[config.mk]
export PLATFORM = sky130hd
export DESIGN_NAME = nearest_point_manhattan_search
export DESIGN_NICKNAME = d
export VERILOG_FILES = /design/src/hdl/npms_pkg.sv /design/src/hdl/nearest_point_manhattan_search.sv /design/src/hdl/npms_ram.sv /design/src/hdl/npms_dist_unit.sv
export VERILOG_INCLUDE_DIRS = /design/src /design/src/hdl
export SDC_FILE = /design/constraint.sdc
export NUM_CORES = 1
export LEC_CHECK = 0
export BUFFER_PORTS_ARGS = -buffer_cell sky130_fd_sc_hd__buf_2
export CORE_MARGIN = 4
export CORE_UTILIZATION = 60
export CTS_CLUSTER_SIZE = 12
export DETAILED_ROUTE_END_ITERATION = 8
export PLACE_DENSITY = 0.77
export SYNTH_ARGS = -nofsm -noshare
export SYNTH_HDL_FRONTEND = slang
export SYNTH_SLANG_ARGS = --single-unit
[constraint.sdc]
create_clock -name clock -period 5.9 [get_ports clock]
set_clock_uncertainty 0.2 [all_clocks]
set_input_delay 0.885 -clock clock [delete_from_list [all_inputs] [get_ports clock]]
set_output_delay 0.885 -clock clock [all_outputs]
set_load 0.02 [all_outputs]
[src/hdl/nearest_point_manhattan_search_assert.svh]
// assertion macros shared by the search block
`ifndef NEAREST_POINT_MANHATTAN_SEARCH_ASSERT_SVH
`define NEAREST_POINT_MANHATTAN_SEARCH_ASSERT_SVH

// same-cycle implication under synchronous reset
`define NPMS_ASSERT_NOW(label, clk, rst, cond, expr, msg) \
   label: assert property (@(posedge clk) disable iff (rst) (cond) |-> (expr)) \
      else $error(msg);

// next-cycle implication under synchronous reset
`define NPMS_ASSERT_NEXT(label, clk, rst, cond, expr, msg) \
   label: assert property (@(posedge clk) disable iff (rst) (cond) |=> (expr)) \
      else $error(msg);

`endif

[src/hdl/npms_pkg.sv]
`timescale 1ns / 1ps

package npms_pkg;

   localparam int CoordBits = 10;
   localparam int DistBits  = CoordBits + 1;
   localparam int IndexBits = 6;
   localparam int CountBits = 7;
   localparam int CountMax  = (1 << CountBits) - 1;

   // request kinds
   localparam logic REQ_WRITE = 1'b0;
   localparam logic REQ_QUERY = 1'b1;

   // register select, taken from byte address bit 2
   localparam logic REG_ENTRY_COUNT = 1'b0;

   typedef struct packed {
      logic                 req_type;
      logic [IndexBits-1:0] entry_index;
      logic [CoordBits-1:0] coord_x;
      logic [CoordBits-1:0] coord_y;
   } req_item_type;

   typedef struct packed {
      logic                 found;
      logic [IndexBits-1:0] nearest_index;
      logic [DistBits-1:0]  best_distance;
   } rsp_item_type;

   typedef struct packed {
      logic [CoordBits-1:0] coord_x;
      logic [CoordBits-1:0] coord_y;
   } pos_type;

   // control handed to the distance unit with each table read
   typedef struct packed {
      logic valid;
      logic first;
   } dist_ctl_type;

endpackage

[src/hdl/nearest_point_manhattan_search.sv]
`timescale 1ns / 1ps
// channel   ports        payload / use
// request   req_*        write item (store x,y at slot) or query item (point)
// response  rsp_*        one item per query: found, nearest_index, best_distance
// config    csr_*        apb write/read of entry_count at byte 0
//
// a write item is taken and produces nothing
// a query passes through scan, drain and done, or goes straight to done on an
//   empty search, limit = min(entry_count, MAX_ENTRIES); rsp_valid is set
//   from a register that done loads once the output register is free
// the table ram has one read port, so one entry is compared per cycle;
//   after the last read, drain waits for the read tag and distance unit to empty
// req_ready is high only while the sequencer is idle; a finished response
//   sits in the output register while the next item is taken, and a query
//   that finishes while that register is still full waits in done
// synchronous active-high reset clears control and entry_count, not the table

module nearest_point_manhattan_search #(
   parameter int MAX_ENTRIES = 64
) (
   input  logic                   clock,
   input  logic                   reset,

   input  logic                   req_valid,
   output logic                   req_ready,
   input  npms_pkg::req_item_type req_item,

   output logic                   rsp_valid,
   input  logic                   rsp_ready,
   output npms_pkg::rsp_item_type rsp_item,

   input  logic                   csr_psel,
   input  logic                   csr_penable,
   input  logic                   csr_pwrite,
   input  logic [2:0]             csr_paddr,
   input  logic [31:0]            csr_pwdata,
   output logic [31:0]            csr_prdata,
   output logic                   csr_pready
);

`include "nearest_point_manhattan_search_assert.svh"

   localparam int AddrBits = (MAX_ENTRIES > 1) ? $clog2(MAX_ENTRIES) : 1;
   localparam int MaxLimit = (MAX_ENTRIES > npms_pkg::CountMax) ? npms_pkg::CountMax
                                                                : MAX_ENTRIES;

   typedef enum logic [1:0] {
      ST_IDLE,
      ST_SCAN,
      ST_DRAIN,
      ST_DONE
   } state_type;

   state_type                        state_ff;
   logic [npms_pkg::CountBits-1:0]   count_ff;
   logic [npms_pkg::CountBits-1:0]   limit_ff;
   logic [npms_pkg::CountBits-1:0]   limit_in;
   logic [AddrBits-1:0]              scan_ff;
   logic                             scan_last;
   npms_pkg::pos_type                query_ff;
   logic                             found_ff;

   // read pipeline tag, lines up with registered ram data
   logic                             rd_valid_ff;
   logic                             rd_first_ff;
   logic [AddrBits-1:0]              rd_idx_ff;

   logic                             rsp_valid_ff;
   npms_pkg::rsp_item_type           rsp_item_ff;
   logic                             rsp_load;

   logic                             req_fire;
   logic                             tbl_we;
   npms_pkg::pos_type                tbl_wdata;
   npms_pkg::pos_type                tbl_rdata;
   logic                             csr_write;

   npms_pkg::dist_ctl_type           dist_ctl;
   logic                             dist_busy;
   logic [AddrBits-1:0]              dist_best_i;
   logic [npms_pkg::DistBits-1:0]    dist_best_d;

   assign req_ready = (state_ff == ST_IDLE);
   assign req_fire  = req_valid && req_ready;

   // out-of-range slots are dropped
   assign tbl_we = req_fire && (req_item.req_type == npms_pkg::REQ_WRITE)
                   && (int'(req_item.entry_index) < MAX_ENTRIES);
   assign tbl_wdata.coord_x = req_item.coord_x;
   assign tbl_wdata.coord_y = req_item.coord_y;

   // count above the table size saturates
   assign limit_in = (int'(count_ff) > MaxLimit) ? npms_pkg::CountBits'(MaxLimit)
                                                 : count_ff;
   assign scan_last = (int'(scan_ff) + 1 == int'(limit_ff));

   // response slot free or being emptied
   assign rsp_load = (state_ff == ST_DONE) && (!rsp_valid_ff || rsp_ready);

   assign csr_write  = csr_psel && csr_penable && csr_pwrite && csr_pready;
   assign csr_pready = 1'b1;
   assign csr_prdata = (csr_paddr[2] == npms_pkg::REG_ENTRY_COUNT) ? 32'(count_ff) : 32'd0;

   npms_ram #(
      .WIDTH ($bits(npms_pkg::pos_type)),
      .DEPTH (MAX_ENTRIES)
   ) u_table (
      .clock (clock),
      .we    (tbl_we),
      .waddr (AddrBits'(req_item.entry_index)),
      .wdata (tbl_wdata),
      .raddr (scan_ff),
      .rdata (tbl_rdata)
   );

   assign dist_ctl.valid = rd_valid_ff;
   assign dist_ctl.first = rd_first_ff;

   npms_dist_unit #(
      .IDX_BITS (AddrBits)
   ) u_dist (
      .clock         (clock),
      .reset         (reset),
      .ctl           (dist_ctl),
      .idx           (rd_idx_ff),
      .query         (query_ff),
      .entry         (tbl_rdata),
      .busy          (dist_busy),
      .best_index    (dist_best_i),
      .best_distance (dist_best_d)
   );

   always_ff @(posedge clock) begin
      if (reset) begin
         state_ff     <= ST_IDLE;
         count_ff     <= '0;
         rd_valid_ff  <= 1'b0;
         rsp_valid_ff <= 1'b0;
      end else begin
         if (csr_write && (csr_paddr[2] == npms_pkg::REG_ENTRY_COUNT)) begin
            count_ff <= csr_pwdata[npms_pkg::CountBits-1:0];
         end

         rd_valid_ff <= 1'b0;

         unique case (state_ff)
            ST_IDLE: begin
               if (req_fire && (req_item.req_type == npms_pkg::REQ_QUERY)) begin
                  query_ff.coord_x <= req_item.coord_x;
                  query_ff.coord_y <= req_item.coord_y;
                  limit_ff         <= limit_in;
                  scan_ff          <= '0;
                  found_ff         <= (limit_in != '0);
                  // empty search goes straight to done
                  state_ff         <= (limit_in != '0) ? ST_SCAN : ST_DONE;
               end
            end
            ST_SCAN: begin
               // one table read issued per cycle
               rd_valid_ff <= 1'b1;
               rd_first_ff <= (scan_ff == '0);
               rd_idx_ff   <= scan_ff;
               if (scan_last) begin
                  state_ff <= ST_DRAIN;
               end else begin
                  scan_ff <= scan_ff + 1'b1;
               end
            end
            ST_DRAIN: begin
               if (!rd_valid_ff && !dist_busy) begin
                  state_ff <= ST_DONE;
               end
            end
            ST_DONE: begin
               if (rsp_load) begin
                  state_ff <= ST_IDLE;
               end
            end
            default: begin
               state_ff <= ST_IDLE;
            end
         endcase

         if (rsp_load) begin
            rsp_valid_ff <= 1'b1;
         end else if (rsp_ready) begin
            rsp_valid_ff <= 1'b0;
         end
      end

      if (rsp_load) begin
         rsp_item_ff.found         <= found_ff;
         rsp_item_ff.nearest_index <= found_ff ? npms_pkg::IndexBits'(dist_best_i) : '0;
         rsp_item_ff.best_distance <= found_ff ? dist_best_d : '0;
      end
   end

   assign rsp_valid = rsp_valid_ff;
   assign rsp_item  = rsp_item_ff;

   // nothing in flight while a new item may be taken
   `NPMS_ASSERT_NOW(a_idle_quiet, clock, reset, req_ready,
      !rd_valid_ff && !dist_busy, "scan still in flight while ready")
   // scan address never passes the search limit
   `NPMS_ASSERT_NOW(a_scan_bound, clock, reset, state_ff == ST_SCAN,
      int'(scan_ff) < int'(limit_ff), "scan index beyond limit")
   // a query with entries to search goes to scan next
   `NPMS_ASSERT_NEXT(a_query_scan, clock, reset,
      req_fire && req_item.req_type == npms_pkg::REQ_QUERY && limit_in != '0,
      state_ff == ST_SCAN, "query did not start a scan")
   // an empty search reports zeros
   `NPMS_ASSERT_NOW(a_empty_zero, clock, reset, rsp_valid_ff && !rsp_item_ff.found,
      rsp_item_ff.nearest_index == '0 && rsp_item_ff.best_distance == '0,
      "empty search with nonzero fields")

endmodule

[src/hdl/npms_ram.sv]
`timescale 1ns / 1ps

module npms_ram #(
   parameter int WIDTH = 20,
   parameter int DEPTH = 64,
   localparam int AddrBits = (DEPTH > 1) ? $clog2(DEPTH) : 1
) (
   input  logic                clock,
   input  logic                we,
   input  logic [AddrBits-1:0] waddr,
   input  logic [WIDTH-1:0]    wdata,
   input  logic [AddrBits-1:0] raddr,
   output logic [WIDTH-1:0]    rdata
);

   logic [WIDTH-1:0] mem_ff [DEPTH];
   logic [WIDTH-1:0] rdata_ff;

   always_ff @(posedge clock) begin
      if (we) begin
         mem_ff[waddr] <= wdata;
      end
      rdata_ff <= mem_ff[raddr];
   end

   assign rdata = rdata_ff;

endmodule

[src/hdl/npms_dist_unit.sv]
`timescale 1ns / 1ps

module npms_dist_unit #(
   parameter int IDX_BITS = 6
) (
   input  logic                          clock,
   input  logic                          reset,
   input  npms_pkg::dist_ctl_type        ctl,
   input  logic [IDX_BITS-1:0]           idx,
   input  npms_pkg::pos_type             query,
   input  npms_pkg::pos_type             entry,
   output logic                          busy,
   output logic [IDX_BITS-1:0]           best_index,
   output logic [npms_pkg::DistBits-1:0] best_distance
);

   logic [npms_pkg::CoordBits-1:0] dx_in;
   logic [npms_pkg::CoordBits-1:0] dy_in;
   logic [npms_pkg::DistBits-1:0]  dist_in;

   logic                           v1_ff;
   logic                           first1_ff;
   logic [IDX_BITS-1:0]            idx1_ff;
   logic [npms_pkg::DistBits-1:0]  dist1_ff;
   logic [IDX_BITS-1:0]            best_i_ff;
   logic [npms_pkg::DistBits-1:0]  best_d_ff;

   // stage one: manhattan distance
   always_comb begin
      dx_in = (query.coord_x >= entry.coord_x) ? query.coord_x - entry.coord_x
                                               : entry.coord_x - query.coord_x;
      dy_in = (query.coord_y >= entry.coord_y) ? query.coord_y - entry.coord_y
                                               : entry.coord_y - query.coord_y;
      dist_in = {1'b0, dx_in} + {1'b0, dy_in};
   end

   always_ff @(posedge clock) begin
      if (reset) begin
         v1_ff <= 1'b0;
      end else begin
         v1_ff <= ctl.valid;
      end
      first1_ff <= ctl.first;
      idx1_ff   <= idx;
      dist1_ff  <= dist_in;
      // stage two: keep strictly closer, so lowest index wins a tie
      if (v1_ff && (first1_ff || dist1_ff < best_d_ff)) begin
         best_d_ff <= dist1_ff;
         best_i_ff <= idx1_ff;
      end
   end

   assign busy          = v1_ff;
   assign best_index    = best_i_ff;
   assign best_distance = best_d_ff;

endmodule
Yosys cells after proc, flatten, opt, wreduce, memory -nomap -nowiden
Memories as Yosys holds them, arrays and structs flattened. A register that Yosys moved wholly into a read port is not among the register bits.
Cells that the tools add are included.
- register bits after elaboration: 106
- memory bits (writable): 1280
- output and inout port bits: 53
- logic and storage cells: 85
- memories kept: 1
- memories (memory ; depth ; width ; read ports ; clocked after memory_dff ; wr ports ; line ; source):
    u_table.mem_ff ; 64 ; 20 ; 1 ; 1 ; 1 ; npms_ram.sv:16 ; logic [WIDTH-1:0] mem_ff [DEPTH];
- $add $sub $neg: 7
- $lt $le $gt $ge: 4
- equality and inequality tests: 9
- mux-type cells: 18
- bitwise operators: 3
- reductions and logical operators: 23
- operator list (cell ; count):
    subtractor 10 bit ; 4
    >= comparator 10 bit ; 2
    2-to-1 mux 10 bit ; 2
    2-to-1 mux 7 bit ; 2
    2-to-1 mux 6 bit ; 2
    case mux 6 bit (2 select lines) ; 1
    adder 10 x 10 -> 11 bit ; 1
    < comparator 11 bit ; 1
    2-to-1 mux 2 bit ; 5
    logical AND 1 bit ; 9
    inequality test 2 bit, second input constant ; 4
    case mux 2 bit (4 select lines) ; 1
    AND reduction 4 bit ; 2
    adder 6 x 1 -> 7 bit, second input constant ; 1
    == test 7 bit ; 1
    greater-than comparator 7 bit, second input constant ; 1
    nonzero test 7 bit ; 1
    adder 6 x 1 -> 6 bit, second input constant ; 1
    logical NOT 6 bit ; 1
    2-to-1 mux 1 bit ; 5
    == test 2 bit, second input constant ; 2
    nonzero test 2 bit ; 2
    logical NOT 1 bit ; 3
    NOT 1 bit ; 3
    other kinds (6) ; 7

Logic depth before layout (Yosys ltp)
Gate-level depths: netlist (run 1).
- word-level depth: 6
- gate-level depth with buffers: 17
- depth with buffers taken out: 16

By module
Synthesis (run 1) repeated with hierarchy kept, for this count alone.
- cells, all modules: 2856
- area total of the unflattened synthesis: 56010.0 um^2
- modules (own cells, without submodules) (module ; instances ; cells each ; area each (um^2) ; sequential area each (um^2)):
    npms_ram ; 1 ; 2243 ; 49495.0 ; 38837.2
    npms_dist_unit ; 1 ; 368 ; 3335.7 ; 890.9
    nearest_point_manhattan_search ; 1 ; 245 ; 3179.3 ; 1991.9

Worst setup path before layout (run 1)
OpenSTA, ideal clock, no wires.
- path kind: register -> register
- from: reg query_ff[10] (netlist name)
- to: reg u_dist.dist1_ff[10] (netlist name)
- arrival time: 3.790 ns
- required time: 5.563 ns
- slack: 1.772 ns
- cell stages (with the launch flop): 17
- path buffers: 1
- path through: edfxtp_1 > inv_1 > ha_1 > inv_1 > fa_1 > nand3_1 > a31oi_1 > o41ai_2 > buf_2 > mux2_2 > fa_1 > a21o_1 > a21oi_1 > nor2b_1 > o21a_1 > o41ai_1 > o21ai_0
- longest elaborated chain between the ends: 3
- elaborated cells on any way between the ends: 5
- those cells by class: 3 x add/sub; 1 x order compare; 1 x mux
- ends and longest elaborated chain (what ; line ; source):
    start, declared ; nearest_point_manhattan_search.sv:60 ; npms_pkg::pos_type query_ff;
    subtractor 10 bit (tied with other cells) ; npms_dist_unit.sv:31 ; : entry.coord_x - query.coord_x;
    2-to-1 mux 10 bit (*) ; npms_dist_unit.sv:30 ; dx_in = (query.coord_x >= entry.coord_x) ? query.coord_x - entry.coord_x
    adder 10 x 10 -> 11 bit (*) ; npms_dist_unit.sv:34 ; dist_in = {1'b0, dx_in} + {1'b0, dy_in};
    named net u_dist.dist_in, one bit ; npms_dist_unit.sv:19 ; logic [npms_pkg::DistBits-1:0] dist_in;
    end signal, assigned ; npms_dist_unit.sv:45 ; dist1_ff <= dist_in;
    end, declared ; npms_dist_unit.sv:24 ; logic [npms_pkg::DistBits-1:0] dist1_ff;
The timed path passes the listed nets; every way through them passes the cells marked *.
A chain may end at the register's enable or synchronous reset.

Worst setup path in the final report (run 1)
Same ends and word-level chain as after synthesis.

==> run metrics, run 1 <==
status complete, no violations; slew at the pin with the worst max-slew slack ~1400 ps; proportion of synthesized flip-flops having asynchronous set or reset 0; detailed-routing iteration count for the pre-antenna-repair pass 6; max-capacitance violation count 0; Nets just under 3000; sequential share of the synthesized area 0.751; netlist area before placement between 0.05 and 0.06 mm^2; Seq cells post-synth roughly 1400; maximum buffer depth of the clock tree 3; vias in the first global route approximately 28000; post-detailed-route count of antenna-violating nets 0; port buffer count 68; Synthesis Warnings 0; total clock buffers created by CTS 140; power density over cell area roughly 420 mW/mm^2; insertion delay of the later-clocked pin in the worst-skew pair between 700 and 800 ps; worst slew slack as a fraction of its limit 0.0599; top cells by instance count after synthesis edfxtp_1 (1356), mux4_2 (368), nor2_1 (107); Fmax about 220 MHz; IO Pins between 100 and 150; time the final worst path needs with I/O delays and setup 4480 ps; Critical Path Sink Type flop; maximum number of pins on one net before global-route repair 98; estimated wirelength of the detail-placed design about 70000 um; mean post-synth cell area approximately 21 um^2; number of sinks on the clock net about 1400; worst hold path class flop to flop; Via density between 6 and 7; total global routing track utilization 0.266; placer's final routability congestion estimate 0.827; P_leak ~20 nW; design area a little over 0.06 mm^2; total placed instance area ~0.058 mm^2; total negative slack for setup checks 0 ps; register clock-pin slew on the reported worst setup and hold paths 60 ps; detailed-route wire length per cell about 31 um; flip-flop cell with the highest count after synthesis edfxtp_1; die extent in y 312 um; longest individual stage delay on the worst path around 440 ps; DRC Markers 0; unrepaired setup endpoints after global routing false; final setup vio count 0; Post-synth EDFFs 1356; Die X 312 um; max-slew violation count 0; starting density of the core 0.605; Area Growth Syn to Fin 11.2%; total overflow reported by the global router 0; Synth top area share 0.733; Cell variety after synth 60; number of cells upsized or downsized after cts 0; number of design-rule violations left by the first detailed-router iteration 3788; ratio of final minimum period to clock period 0.760; H-tree lvl count 4; area of the core 0.0918 mm^2; cell type with the highest aggregate area in the netlist edfxtp_1; total setup buffers inserted after CTS 0; Arrival @ worst endpoint between 4000 and 5000 ps; most area-consuming cells after synthesis edfxtp_1 (73%), mux4_2 (15%), dfxtp_1 (1.8%); Worst Setup Start Kind flop; Root Buffer clkbuf_16; number of buffers added to fix hold violations after cts 0; Slowest cell on crit path o41ai_1; vias between 20000 and 30000; critical path data required time 6290 ps; Max Fanout on Critical Path 14; number of antenna violations at the first check in global routing 6; count of mapped cells out of synthesis around 2600; series of cell instances along the critical path inv_1, ha_1, inv_1, fa_1, nand3_1, a31oi_1, o41ai_2, buf_4, mux2_2, fa_1, a21o_1, a21oi_1, nor2b_1, o21a_1, o41ai_1, o21ai_0; type of the setup path with the least slack flop to flop; total count of hold-check failures in the final report 0; most used standard cell by instance count after synthesis edfxtp_1; num rows approximately 110; Die Footprint approximately 0.098 mm^2; CTS tree done; highest ir drop seen on vdd around 0.00027 V; Total Routed Length 127000 um; global-route wire length before repair between 150000 and 200000 um; share of layout cells above drive strength 1 0.269
-- per-stage QoR --
step                      power, W  worst slack (ps)  cells  hold WS [ps]  utilization
after floorplan             0.0163              1770   2650           123            -
after global placement      0.0178              1610   3899           124        0.629
after detailed placement    0.0180              1490   3899           127        0.629
after CTS                   0.0260              1480   4112           148        0.673
after global routing        0.0270              1100   4112           153        0.673
final                       0.0259              1420   4117           146        0.673
-- layout by cell type (no fill, tap or decap), types with 7 or more instances in the layout --
| cell | instances |
|---|---|
| nor2_1 | 43 |
| xnor2_1 | 16 |
| buf_2 | 68 |
| nor2_2 | 53 |
| nor2b_1 | 27 |
| a21oi_1 | 39 |
| dfxtp_1 | 50 |
| nand3b_1 | 8 |
| o21ai_0 | 18 |
| a22oi_1 | 45 |
| inv_1 | 70 |
| clkinv_2 | 7 |
| buf_12 | 9 |
| nor3_1 | 8 |
| nand2_1 | 58 |
| and2_1 | 22 |
| buf_4 | 85 |
| clkbuf_16 | 144 |
| mux2i_1 | 78 |
| nor2_4 | 11 |
| clkbuf_1 | 42 |
| mux4_2 | 368 |
| xor2_1 | 15 |
| o21a_1 | 8 |
| conb_1 | 26 |
| edfxtp_1 | 1356 |
| a221o_1 | 7 |
| nand3_1 | 26 |
| ha_1 | 64 |
-- critical path, delay by kind of cell (launching register included) --
kind            cells  cell delay (ps)
flops               1              390
buf+inv             3              420
mux                 1              410
fa+ha+maj           3              970
simple gates        2              230
compound gates      7             1690
-- report_power, final --
group	switching, W	internal, W	leakage [nW]	total (W)
registers	0.000143	0.0112	12.6	0.0114
clock network	0.00360	0.00449	1.95	0.00808
logic	0.00358	0.00289	5.51	0.00647
total	0.00732	0.0186	20.1	0.0259
-- flip-flops by register name (all words and copies together) (netlist names), 2 cells and up --
register / cells
u_dist.idx1_ff: 6
rd_idx_ff: 6
scan_ff: 6
limit_ff: 7
u_table.mem_ff: 1280
u_dist.best_distance: 11
u_dist.best_index: 6
u_dist.dist1_ff: 11
query_ff: 20
count_ff: 7
u_table.rdata: 20
rsp_item: 18
state_ff: 2
-- routing by layer --
metal / routed length [um] / global-route usage
met5: 16 / 0
met4: 3950 / 0.0904
met3: 12900 / 0.0587
met2: 63500 / 0.431
met1: 47000 / 0.368
-- final timing paths --
path                                    from             endpoint  slack, ps  cells past startpoint
worst max-delay path            query_ff[10]  u_dist.dist1_ff[10]       1420                     16
worst min-delay path            rd_idx_ff[0]    u_dist.idx1_ff[0]        150                      0
worst max register to register  query_ff[10]  u_dist.dist1_ff[10]       1420                     16
worst min register to register  rd_idx_ff[0]    u_dist.idx1_ff[0]        150                      0
-- cells by family (layout without fill, tap and decap cells) --
| kind of cell | count (synthesis) | in the layout | share of synthesized area |
|---|---|---|---|
| compound gates | 161 | 161 | 0.0203 |
| other cells | 2 | 31 | 0.000135 |
| buf+inv | 226 | 445 | 0.0194 |
| simple gates | 280 | 280 | 0.0238 |
| fa+ha+maj | 69 | 69 | 0.0162 |
| flops | 1406 | 1406 | 0.751 |
| mux | 450 | 450 | 0.164 |
| xor+xnor | 32 | 32 | 0.00531 |
-- layout make-up --
type	instances	area, um^2
fill	5436	30000
clock buffer	188	3790
sequential	1406	41700
timing repair buffer	162	1160
clock inverter	25	235
inverter	70	263
tap	1243	1560
antenna	5	12.5
multi-input combinational	1018	13100
No activity file was read; power rests on OpenSTA's default activity.
==> run 2, diff against run 1 <==
clock period = 4.3 ns   (was 5.9 ns; I/O delays follow)
==> run 2 against run 1 <==
Hold slack got worse by 87 ps. Largest power group unchanged. Final cell count increased by 0.73%. Worst setup slack got worse by 1300 ps. Maximum frequency increased by 8.2%. Die area unchanged. Global-route usage about the same. Non-clock buffer count increased by 31. Largest cell class unchanged.
==> run metrics, run 2 (synthesized netlist as in run 1, its figures left out) <==
status complete, no violations; logic depth of the worst register-to-register path 16; number of sinks on the clock net 1406; combinational power share 0.258; total global routing track utilization 0.267; Cell Count, Final, Fillers Out between 4000 and 5000; starting density of the core 0.605; post-detailed-route count of antenna-violating nets 0; CTS tree done; register clock-pin slew on the reported worst setup and hold paths 60 ps; placer's final routability congestion estimate 0.860; leading cell type in the layout, fill and taps excluded edfxtp_1; max-capacitance violation count 0; longest individual stage delay on the worst path between 400 and 500 ps; Arrival @ worst endpoint 4540 ps; end point of the critical path u_dist.dist1_ff[10]; die extent in y approximately 310 um; IO Pins between 100 and 150; power density over cell area between 500 and 600 mW/mm^2; port buffer count approximately 70; start point of the worst min-delay path reset; detailed-route wire length per cell between 30 and 40 um; sw frac 0.282; vias ~27000; design internal power between 0.02 and 0.03 W; time the final worst path needs with I/O delays and setup roughly 4100 ps; placement-stage worst setup slack about 25 ps; reg-to-reg setup timing slack 160 ps; number of design-rule violations left by the first detailed-router iteration around 4200; global-route wire length before repair 188000 um; estimated wirelength of the detail-placed design ~70000 um; number of fillers in the final layout between 5000 and 6000; cell type group with the largest total delay on the critical path compound AO/OA/AOI/OAI gates; Total Routed Length 128000 um; register name with the most flops u_table.mem_ff; DRC Markers 0; instance count after placement with tap cells included around 4000; Via density 6.62; total clock buffers created by CTS about 140; critical path launch point query_ff[10]; maximum buffer depth of the clock tree 3; minimum setup slack in the final design 156 ps; Max Fanout on Critical Path 3; number of flip-flops in the largest register between 1000 and 1500; detailed-routing iteration count for the pre-antenna-repair pass 5; highest ir drop seen on vdd 0.000630 V; Critical Path Sink Type flop; vias in the first global route between 20000 and 30000; Total Power Consumption ~0.036 W; final setup vio count 0; Die Footprint just under 0.1 mm^2; maximum number of pins on one net before global-route repair 113; total number of cells along the worst setup path 16; total overflow reported by the global router 0; Worst Setup Start Kind flop; switching power slightly above 0.01 W; Area Growth Syn to Fin 11.7%; Storage cell area 0.0417 mm^2; worst path buffer plus inverter count 3; total placed instance area between 0.05 and 0.06 mm^2; worst hold path class input pin to flop; commonest cells after routing, fill and taps aside edfxtp_1 (1356), mux4_2 (368), clkbuf_16 (148); share of layout cells above drive strength 1 0.274; num rows 111; Reg power frac 0.433; worst slew slack as a fraction of its limit 0.0981; Util after Layout 0.676; H-tree lvl count 4; Root Buffer clkbuf_16; design area about 0.062 mm^2; max-slew violation count 0; clock network fraction of total power 0.309; series of cell instances along the critical path inv_1, ha_1, inv_1, fa_1, nand3_2, a31oi_1, o41ai_2, buf_4, mux2_4, fa_1, a21o_1, a21oi_2, nor2b_1, o21a_1, o41ai_4, o21ai_0; Fmax between 200 and 250 MHz; total count of hold-check failures in the final report 0; P_leak 20.3 nW; Slowest cell on crit path fa_1; startpoint of the worst register-to-register path query_ff[10]; ratio of final minimum period to clock period 0.964; type of the setup path with the least slack flop to flop; Nets approximately 3000; Die X approximately 310 um; slew at the pin with the worst max-slew slack 1350 ps; capture instance of the worst register-to-register path u_dist.dist1_ff[10]; insertion delay of the later-clocked pin in the worst-skew pair around 740 ps; area of the multi-input gates approximately 0.013 mm^2; number of antenna violations at the first check in global routing 7; area of the core around 0.09 mm^2; critical path data required time ~4700 ps
==> run 2: cell types whose count changed in the layout (fill, tap and decap cells not counted), sizes merged <==
cell	change
buf	+23
bufinv	+1
clkbuf	+2
clkinv	-1
diode	-2
dlygate4sd3	+8
inv	-1
==> run 2: per-layer routing <==
metal  up-vias  global-route usage  wire, um
met3       280              0.0641     14000
met1     14200               0.370     47000
met4         6              0.0944      4650
met5         -                   0        43
li1      11100                   -         -
met2      1839               0.425     62700
==> run 2: worst min path at each step <==
stage                        end  cells after the start  slack (ps)
3_5_place_dp    u_dist.first1_ff                      0         130
5_1_grt              count_ff[6]                      2          60
4_1_cts              rd_valid_ff                      2          20
6_report             rd_valid_ff                      2          60
2_1_floorplan   u_dist.first1_ff                      0         120
3_3_place_gp   u_dist.idx1_ff[2]                      0         130
==> run 2: through the flow <==
stage / hold slack (ps) / TNS (ps)
floorplan: 123 / 0
global placement: 126 / 0
detailed placement: 127 / 0
CTS: 22.4 / 0
global route: 59.8 / -19.5
finish: 59.1 / 0
==> run 2: power by group through the flow <==
| stage | Combinational, W | Clock [W] | Sequential (W) |
|---|---|---|---|
| CTS | 0.00897 | 0.0113 | 0.0156 |
| floorplan | 0.00647 | 0 | 0.0158 |
| finish | 0.00928 | 0.0111 | 0.0156 |
| detailed placement | 0.00884 | 0 | 0.0159 |
| global placement | 0.00856 | 0 | 0.0159 |
| global route | 0.00998 | 0.0119 | 0.0156 |
==> run 2: what timing repair did <==
action / in CTS / in global routing
hold endpoints to repair: 8 / 0
resized for setup: 0 / 7
hold buffers: 8 / 0
buffers inserted: 0 / 2
endpoints found under the setup margin: 0 / 3
==> run 2: final cells by class <==
| cell class | count | area share |
|---|---|---|
| inverter | 70 | 0.00423 |
| sequential | 1406 | 0.672 |
| timing repair buffer | 193 | 0.0227 |
| clock inverter | 24 | 0.00266 |
| tap | 1243 | 0.0251 |
| antenna | 3 | 0.000121 |
| multi-input combinational | 1018 | 0.210 |
| clock buffer | 190 | 0.0625 |
